--- config.mk ---
export PLATFORM = sky130hd
export DESIGN_NAME = half_to_srgb8_encoder
export DESIGN_NICKNAME = d
export VERILOG_FILES = /design/src/sv/h2s_pkg.sv /design/src/sv/half_to_srgb8_encoder.sv /design/src/sv/h2s_lane.sv /design/src/sv/h2s_ctrl.sv
export SDC_FILE = /design/constraint.sdc
export NUM_CORES = 1
export LEC_CHECK = 0
export BUFFER_PORTS_ARGS = -buffer_cell sky130_fd_sc_hd__buf_2
export CAP_MARGIN = 5
export CORE_ASPECT_RATIO = 1.2
export CORE_UTILIZATION = 28
export CTS_CLUSTER_SIZE = 16
export DETAILED_ROUTE_END_ITERATION = 10
export PLACE_DENSITY = 0.51
export SLEW_MARGIN = 20
export SYNTH_ARGS = -nofsm -noshare
export SYNTH_HDL_FRONTEND = slang
export SYNTH_SLANG_ARGS = --single-unit
--- constraint.sdc ---
create_clock -name clk -period 8.5 [get_ports clk]
set_input_delay 0.425 -clock clk [delete_from_list [all_inputs] [get_ports clk]]
set_output_delay 0.425 -clock clk [all_outputs]
set_load 0.05 [all_outputs]
--- src/sv/h2s_pkg.sv ---
package h2s_pkg;

  localparam int CODE_W = 8;               // sRGB code width
  localparam int KEY_W  = 15;              // half magnitude bits (sign dropped)
  localparam int HALF_W = 16;
  localparam int STAGES = CODE_W;          // one search stage per code bit
  localparam int BIT_W  = $clog2(CODE_W);
  localparam int CODES  = 1 << CODE_W;

  // Half patterns at or above 1.0 always give full scale.
  localparam logic [KEY_W-1:0] ONE_KEY = 15'h3C00;
  localparam logic [4:0]       EXP_MAX = 5'h1F;

  // Curve constants, scaled to integers.
  localparam logic [63:0] LIN_LIMIT = 64'd31308;     // 0.0031308 * 1e7
  localparam logic [63:0] LIN_SCALE = 64'd10000000;
  localparam logic [63:0] LIN_GAIN  = 64'd32946;     // 12.92 * 255 * 10
  localparam logic [319:0] ROOT_DEN = 320'd10761;

  typedef logic [CODES-1:0][KEY_W-1:0] thr_table_t;

  typedef struct packed {
    logic [STAGES-1:0] load;   // lane stage register enables
    logic              out_load;
  } h2s_ctl_t;

  // True when a positive finite half (below 1.0) encodes to code k or above.
  // Power segment uses exact integer form of 255*(1.055*x^(5/12)-0.055) >= k-1/2.
  function automatic logic reaches(input logic [KEY_W-1:0] h, input logic [CODE_W-1:0] k);
    logic [4:0]   e;
    logic [10:0]  m;
    logic [4:0]   sh;
    logic [63:0]  v;
    logic [63:0]  d;
    logic [319:0] lhs;
    logic [319:0] rhs;
    logic [319:0] a;
    logic [8:0]   amt;
    e = h[14:10];
    if (h >= ONE_KEY) begin
      return 1'b1;
    end
    if (e == 5'd0) begin
      m  = {1'b0, h[9:0]};
      sh = 5'd24;
    end else begin
      m  = {1'b1, h[9:0]};
      sh = 5'd25 - e;
    end
    if (64'(m) * LIN_SCALE <= (LIN_LIMIT << sh)) begin
      v = 64'(m) * LIN_GAIN;
      d = 64'd10 << sh;
      return (v + (d >> 1)) >= 64'(k) * d;
    end
    lhs = 320'd1;
    for (int i = 0; i < 5; i++) begin
      lhs = lhs * 320'(m);
    end
    for (int i = 0; i < 12; i++) begin
      lhs = lhs * ROOT_DEN;
    end
    a   = 320'(k) * 320'd40 + 320'd541;
    rhs = 320'd1;
    for (int i = 0; i < 12; i++) begin
      rhs = rhs * a;
    end
    amt = 9'(sh) * 9'd5;
    rhs = rhs << amt;
    return lhs >= rhs;
  endfunction

  // Smallest half magnitude that reaches each code; entry 0 unused.
  function automatic thr_table_t build_thresholds();
    thr_table_t       t;
    logic [KEY_W-1:0] lo;
    logic [KEY_W-1:0] hi;
    logic [KEY_W-1:0] mid;
    t = '0;
    for (int k = 1; k < CODES; k++) begin
      lo = 15'd1;
      hi = ONE_KEY;
      while (lo < hi) begin
        mid = KEY_W'((16'(lo) + 16'(hi)) >> 1);
        if (reaches(mid, CODE_W'(k))) begin
          hi = mid;
        end else begin
          lo = mid + 15'd1;
        end
      end
      t[k] = lo;
    end
    return t;
  endfunction

  localparam thr_table_t THRESH = build_thresholds();

  // One binary-search step: try setting bit b of the code.
  function automatic logic [CODE_W-1:0] decide(input logic [KEY_W-1:0]  key,
                                               input logic [CODE_W-1:0] code,
                                               input logic [BIT_W-1:0]  b);
    logic [CODE_W-1:0] cand;
    cand = code | (CODE_W'(1) << b);
    return (key >= THRESH[cand]) ? cand : code;
  endfunction

endpackage

--- src/sv/half_to_srgb8_encoder.sv ---
// Linear-light to 8-bit sRGB encoder. Each request is one texel of three
// IEEE binary16 channels (alpha not carried); each result is three sRGB codes,
// clamped to [0,1], linear below 0.0031308 and 1.055*x^(1/2.4)-0.055 above,
// scaled by 255 and rounded half away from zero. Negatives, zero and NaN give
// 0; one and above and +inf give 255. The block takes one texel per clock when
// the output is not stalled: every channel has its own lane that finds the code
// by an 8-step binary search over a 255-entry threshold table, one code bit per
// pipeline stage, and the output register merges the three lanes. Stalls on the
// output side fill empty stages first, so texel_ready drops only when all nine
// registers hold requests. The thresholds are derived at elaboration from exact
// integer forms of the curve, so every one of the 65536 half inputs gets the
// code that the exact curve gives.
module half_to_srgb8_encoder (
  input  logic        clk,
  input  logic        rst,
  // texel request
  input  logic        texel_valid,
  output logic        texel_ready,
  input  logic [15:0] red_half,
  input  logic [15:0] green_half,
  input  logic [15:0] blue_half,
  // encoded result
  output logic        code_valid,
  input  logic        code_ready,
  output logic [7:0]  red_code,
  output logic [7:0]  green_code,
  output logic [7:0]  blue_code
);

  h2s_pkg::h2s_ctl_t           ctl;
  logic [h2s_pkg::CODE_W-1:0]  red_lane;
  logic [h2s_pkg::CODE_W-1:0]  green_lane;
  logic [h2s_pkg::CODE_W-1:0]  blue_lane;

  // Valid tracking and per-stage load enables, shared by all lanes.
  h2s_ctrl u_ctrl (
    .clk         (clk),
    .rst         (rst),
    .texel_valid (texel_valid),
    .texel_ready (texel_ready),
    .code_valid  (code_valid),
    .code_ready  (code_ready),
    .ctl         (ctl)
  );

  // One search lane per channel; they step in lockstep.
  h2s_lane u_lane_red (
    .clk  (clk),
    .half (red_half),
    .ctl  (ctl),
    .code (red_lane)
  );

  h2s_lane u_lane_green (
    .clk  (clk),
    .half (green_half),
    .ctl  (ctl),
    .code (green_lane)
  );

  h2s_lane u_lane_blue (
    .clk  (clk),
    .half (blue_half),
    .ctl  (ctl),
    .code (blue_lane)
  );

  // Merge: output register collects the three lane codes of one texel.
  // Payload only, validity lives in the control block.
  always_ff @(posedge clk) begin
    if (ctl.out_load) begin
      red_code   <= red_lane;
      green_code <= green_lane;
      blue_code  <= blue_lane;
    end
  end

endmodule

--- src/sv/h2s_lane.sv ---
module h2s_lane (
  input  logic                              clk,
  input  logic [h2s_pkg::HALF_W-1:0]        half,
  input  h2s_pkg::h2s_ctl_t                 ctl,
  output logic [h2s_pkg::CODE_W-1:0]        code
);

  localparam int STAGES = h2s_pkg::STAGES;

  logic [h2s_pkg::KEY_W-1:0]  key_dec;
  logic                       nan_in;
  logic [h2s_pkg::KEY_W-1:0]  key_q   [STAGES-1];
  logic [h2s_pkg::CODE_W-1:0] code_q  [STAGES];
  logic [h2s_pkg::KEY_W-1:0]  key_at  [STAGES];
  logic [h2s_pkg::CODE_W-1:0] code_at [STAGES];
  logic [h2s_pkg::CODE_W-1:0] code_nx [STAGES];

  // negatives and NaN map to key 0 (below every threshold)
  assign nan_in  = (half[14:10] == h2s_pkg::EXP_MAX) && (half[9:0] != 10'd0);
  assign key_dec = (half[15] || nan_in) ? '0 : half[14:0];

  always_comb begin
    key_at[0]  = key_dec;
    code_at[0] = '0;
    for (int s = 1; s < STAGES; s++) begin
      key_at[s]  = key_q[s-1];
      code_at[s] = code_q[s-1];
    end
    for (int s = 0; s < STAGES; s++) begin
      code_nx[s] = h2s_pkg::decide(key_at[s], code_at[s],
                                   h2s_pkg::BIT_W'(STAGES - 1 - s));
    end
  end

  always_ff @(posedge clk) begin
    for (int s = 0; s < STAGES; s++) begin
      if (ctl.load[s]) begin
        code_q[s] <= code_nx[s];
      end
    end
    for (int s = 0; s < STAGES - 1; s++) begin
      if (ctl.load[s]) begin
        key_q[s] <= key_at[s];
      end
    end
  end

  assign code = code_q[STAGES-1];

endmodule

--- src/sv/h2s_ctrl.sv ---
module h2s_ctrl (
  input  logic              clk,
  input  logic              rst,
  input  logic              texel_valid,
  output logic              texel_ready,
  output logic              code_valid,
  input  logic              code_ready,
  output h2s_pkg::h2s_ctl_t ctl
);

  localparam int STAGES = h2s_pkg::STAGES;

  logic [STAGES-1:0] stage_valid;
  logic [STAGES-1:0] valid_src;
  logic [STAGES:0]   can;

  assign valid_src = {stage_valid[STAGES-2:0], texel_valid};

  // a stage can take new data if empty or its successor moves on
  always_comb begin
    can[STAGES] = !code_valid || code_ready;
    for (int j = 0; j < STAGES; j++) begin
      can[STAGES-1-j] = !stage_valid[STAGES-1-j] || can[STAGES-j];
    end
  end

  always_comb begin
    for (int s = 0; s < STAGES; s++) begin
      ctl.load[s] = valid_src[s] && can[s];
    end
    ctl.out_load = stage_valid[STAGES-1] && can[STAGES];
  end

  assign texel_ready = can[0];

  always_ff @(posedge clk) begin
    if (rst) begin
      stage_valid <= '0;
      code_valid  <= 1'b0;
    end else begin
      for (int s = 0; s < STAGES; s++) begin
        if (can[s]) begin
          stage_valid[s] <= valid_src[s];
        end
      end
      if (can[STAGES]) begin
        code_valid <= stage_valid[STAGES-1];
      end
    end
  end

  a_stall_full: assert property (@(posedge clk) disable iff (rst)
    !texel_ready |-> (&stage_valid) && code_valid && !code_ready)
    else $error("input stalled with a free stage");

  a_drain: assert property (@(posedge clk) disable iff (rst)
    code_valid && code_ready |=> code_valid == $past(stage_valid[STAGES-1]))
    else $error("output register did not refill from last stage");

  a_out_load: assert property (@(posedge clk) disable iff (rst)
    ctl.out_load |=> code_valid)
    else $error("output load lost");

  a_conserve: assert property (@(posedge clk) disable iff (rst)
    !$past(rst) |-> $countones({stage_valid, code_valid}) ==
      $countones($past({stage_valid, code_valid}))
      + $countones($past(texel_valid && texel_ready))
      - $countones($past(code_valid && code_ready)))
    else $error("request count in pipeline not conserved");

  a_reset: assert property (@(posedge clk)
    rst |=> !code_valid && (stage_valid == '0))
    else $error("pipeline not empty after reset");

endmodule

==> flow_metrics.py <==
metrics = {
    "power": {
        "pwr-share-clk_pct": 45.6,
        "p_comb_share_pct": 7.3,
        "swShare_pct": 23.0,
        "power_density_mw_per_mm2": 149,
        "internal-power_mw": 4.27,
        "p_leak_nw": 13.8,
        "power.switching_mw": 1.27,
        "power_frac_seq_pct": 47.0,
        "ir_drop_v": 0.000157,
    },
    "sta": {
        "slew_headroom_pct": 31.7,
        "setup-tns-final_ns": 0,
        "setup_slack_ns": 3.96,
        "period_share_pct": 53.4,
        "grt_setup_unrepaired": "false",
        "clock.fmax_mhz": 220,
        "finalMaxSlewViolations": 0,
        "fin_crit_ns": 4.54,
        "hold_viol": 0,
        "setup_viol": 0,
        "skew_ns": 0.0415,
        "worst_pin_slew_ns": 1.02,
    },
    "cts": {
        "cts_tree": "built",
        "root_buffer": "clkbuf_16",
        "post_cts_buffers": 0,
        "cts_max_level": 2,
        "cts_resized": 0,
        "cts.sinks": 456,
        "cts_inserted_buffers": 55,
        "cts-hold-fix-buffers": 1,
        "cts.clk_slew.worst_paths_ns": 0.06,
        "clock_path_buffers": 3,
        "insertion_delay_ns": 0.65,
    },
    "die": {
        "row_count": 139,
        "ios": 78,
        "start_util_pct": 28.2,
        "dieHeight_um": 382,
        "die-area_mm2": 0.122,
        "die_w_um": 319,
        "core_mm2": 0.120,
    },
    "logic_synthesis": {
        "synth_ff_type": "edfxtp_1",
        "synth.net_count": 3856,
        "ys_top_cells_by_area": "edfxtp_1 (40%), ha_1 (14%), o21ai_0 (4.3%)",
        "synth_largest_area_cell": "edfxtp_1",
        "ys_async_sr_fraction_pct": 0,
        "ys_top_cells_by_count": "edfxtp_1 (447), ha_1 (387), o21ai_0 (292)",
        "ys_seq_area_share_pct": 40.3,
        "synth-edff-count": 447,
        "synth_area_per_cell_um2": 9.87,
        "ys_seq_elements": 456,
        "yosys.cell_types.count": 86,
        "synth_top_area_share_pct": 39.8,
        "synth.most_common_cell": "edfxtp_1",
        "syn_inst": 3417,
        "synth_area_mm2": 0.0337,
        "yosys_warnings": 0,
    },
    "finish": {
        "antenna_cells": 0,
        "area_delta_synth_final_pct": 10.5,
        "layout.nets": 3787,
        "final_core_util_pct": 31.2,
        "drive_gt1_share_pct": 8.99,
    },
    "placement": {
        "port_buffers": 77,
        "gp_congestion": 0.943,
        "pre_cts_slack_ns": 4.07,
        "dp_hpwl_mm": 61.8,
    },
    "critical_path": {
        "critical_path_arrival_ns": 4.89,
        "cpMaxStageDelayCell": "edfxtp_1",
        "max_stage_delay_ns": 0.69,
        "path_cells": "inv_1 -> ha_1 -> nand2b_1 -> a21oi_1 -> or3_1 -> a311oi_1 -> a31o_2 -> ha_1 -> nand2b_1 -> a21o_1 -> a21oi_1 -> o211ai_1 -> a2111o_1",
        "endpoint_kind": "flip-flop",
        "worstPathRequired_ns": 8.85,
        "path_buf_inv": 1,
        "critPathTopFamily": "compound AO/OA/AOI/OAI gates",
        "reg2regPathDepth": 13,
        "cp.depth": 13,
        "critPathLaunchType": "flip-flop",
        "cp_max_fo": 16,
        "crit_type": "reg -> reg",
    },
    "flow_run": {
        "drv_cap": 0,
    },
    "grt": {
        "grt_pass1_vias": 25500,
        "grt_max_degree": 91,
        "grt_pass1_wl_mm": 139,
        "track_usage_pct": 13.9,
        "grt_antenna_before_repair": 1,
        "globalRouteOverflowTotal": 0,
    },
    "hold_path": {
        "min_path_cells": 2,
        "hold_class": "in -> reg",
    },
    "route": {
        "vias": 26500,
        "drt-initial-drc-count": 2200,
        "ant_nets": 0,
        "drt_pass1_iterations": 9,
        "drc": 0,
        "wirelength_mm": 86.8,
        "wire_per_inst_um": 17.6,
        "vias_per_cell": 5.36,
    },
    "outcome": {
        "status": "completed",
    },
}
## final cells by class
cell class | instances | area, um^2
clock buffer | 62 | 1420
multi-input combinational | 2587 | 18600
clock inverter | 40 | 542
sequential | 456 | 13600
tap | 1551 | 1940
timing repair buffer | 115 | 673
inverter | 133 | 499
fill | 12400 | 82400
## metal layers
metal	track usage (%)	wire length, um	up-vias
met5	0	13	-
met4	5.55	3300	2
met3	1.86	4730	187
met2	23.5	41000	873
met1	17.8	37800	12500
li1	-	-	13000
## final timing paths
path | slack (ns) | start | end
max | 3.96 | u_lane_red.code_q[6][2] | u_lane_red.code_q[7][0]
min | 0.08 | blue_half[2] | u_lane_blue.key_q[0][2]
max reg2reg | 3.96 | u_lane_red.code_q[6][2] | u_lane_red.code_q[7][0]
min reg2reg | 0.42 | u_lane_green.code_q[7][2] | green_code[2]
## stage by stage
stage / instance area [um^2] / hold slack (ns) / total power [mW] / instances
4_1_cts: 37300 / 0.0292 / 5.62 / 4944
3_5_place_dp: 35300 / 0.405 / 3.06 / 4841
5_1_grt: 37300 / 0.0596 / 5.77 / 4944
6_report: 37300 / 0.0776 / 5.54 / 4944
3_3_place_gp: 35300 / 0.404 / 3.05 / 4841
2_1_floorplan: 33700 / 0.400 / 2.93 / 3417
## sequential cells by signal, indices dropped and copies added (netlist names)
signal / cells
blue_code: 8
green_code: 8
red_code: 8
u_ctrl.code_valid: 1
u_ctrl.stage_valid: 8
u_lane_blue.code_q: 36
u_lane_blue.key_q: 105
u_lane_green.code_q: 36
u_lane_green.key_q: 105
u_lane_red.code_q: 36
u_lane_red.key_q: 105
## power by group through the flow
stage	Sequential, mW	Clock, mW	Combinational [mW]
2_1_floorplan	2.62	0	0.310
3_3_place_gp	2.65	0	0.399
3_5_place_dp	2.65	0	0.406
4_1_cts	2.61	2.61	0.409
5_1_grt	2.62	2.69	0.467
6_report	2.61	2.53	0.406
## cells in the final DEF (no fill, tap or decap), types with 74 or more instances in the layout
| master | instances |
|---|---|
| edfxtp_1 | 447 |
| ha_1 | 387 |
| o21ai_0 | 292 |
| a21oi_1 | 257 |
| nand2_1 | 232 |
| nor2_1 | 197 |
| inv_1 | 126 |
| nand2b_1 | 99 |
| a211oi_1 | 94 |
| nor2b_1 | 85 |
| buf_2 | 77 |
| nand3_1 | 74 |
## cells by family after synthesis
kind of cell	share of synthesized area, %
AO/OA/AOI/OAI	21.7
XOR/XNOR	0.286
adder cells (fa/ha/maj)	14.4
buffers and inverters	4.71
flip-flops	40.3
multiplexers	3.99
AND/OR/NAND/NOR	14.6
Power figures use the tool's default switching activity.
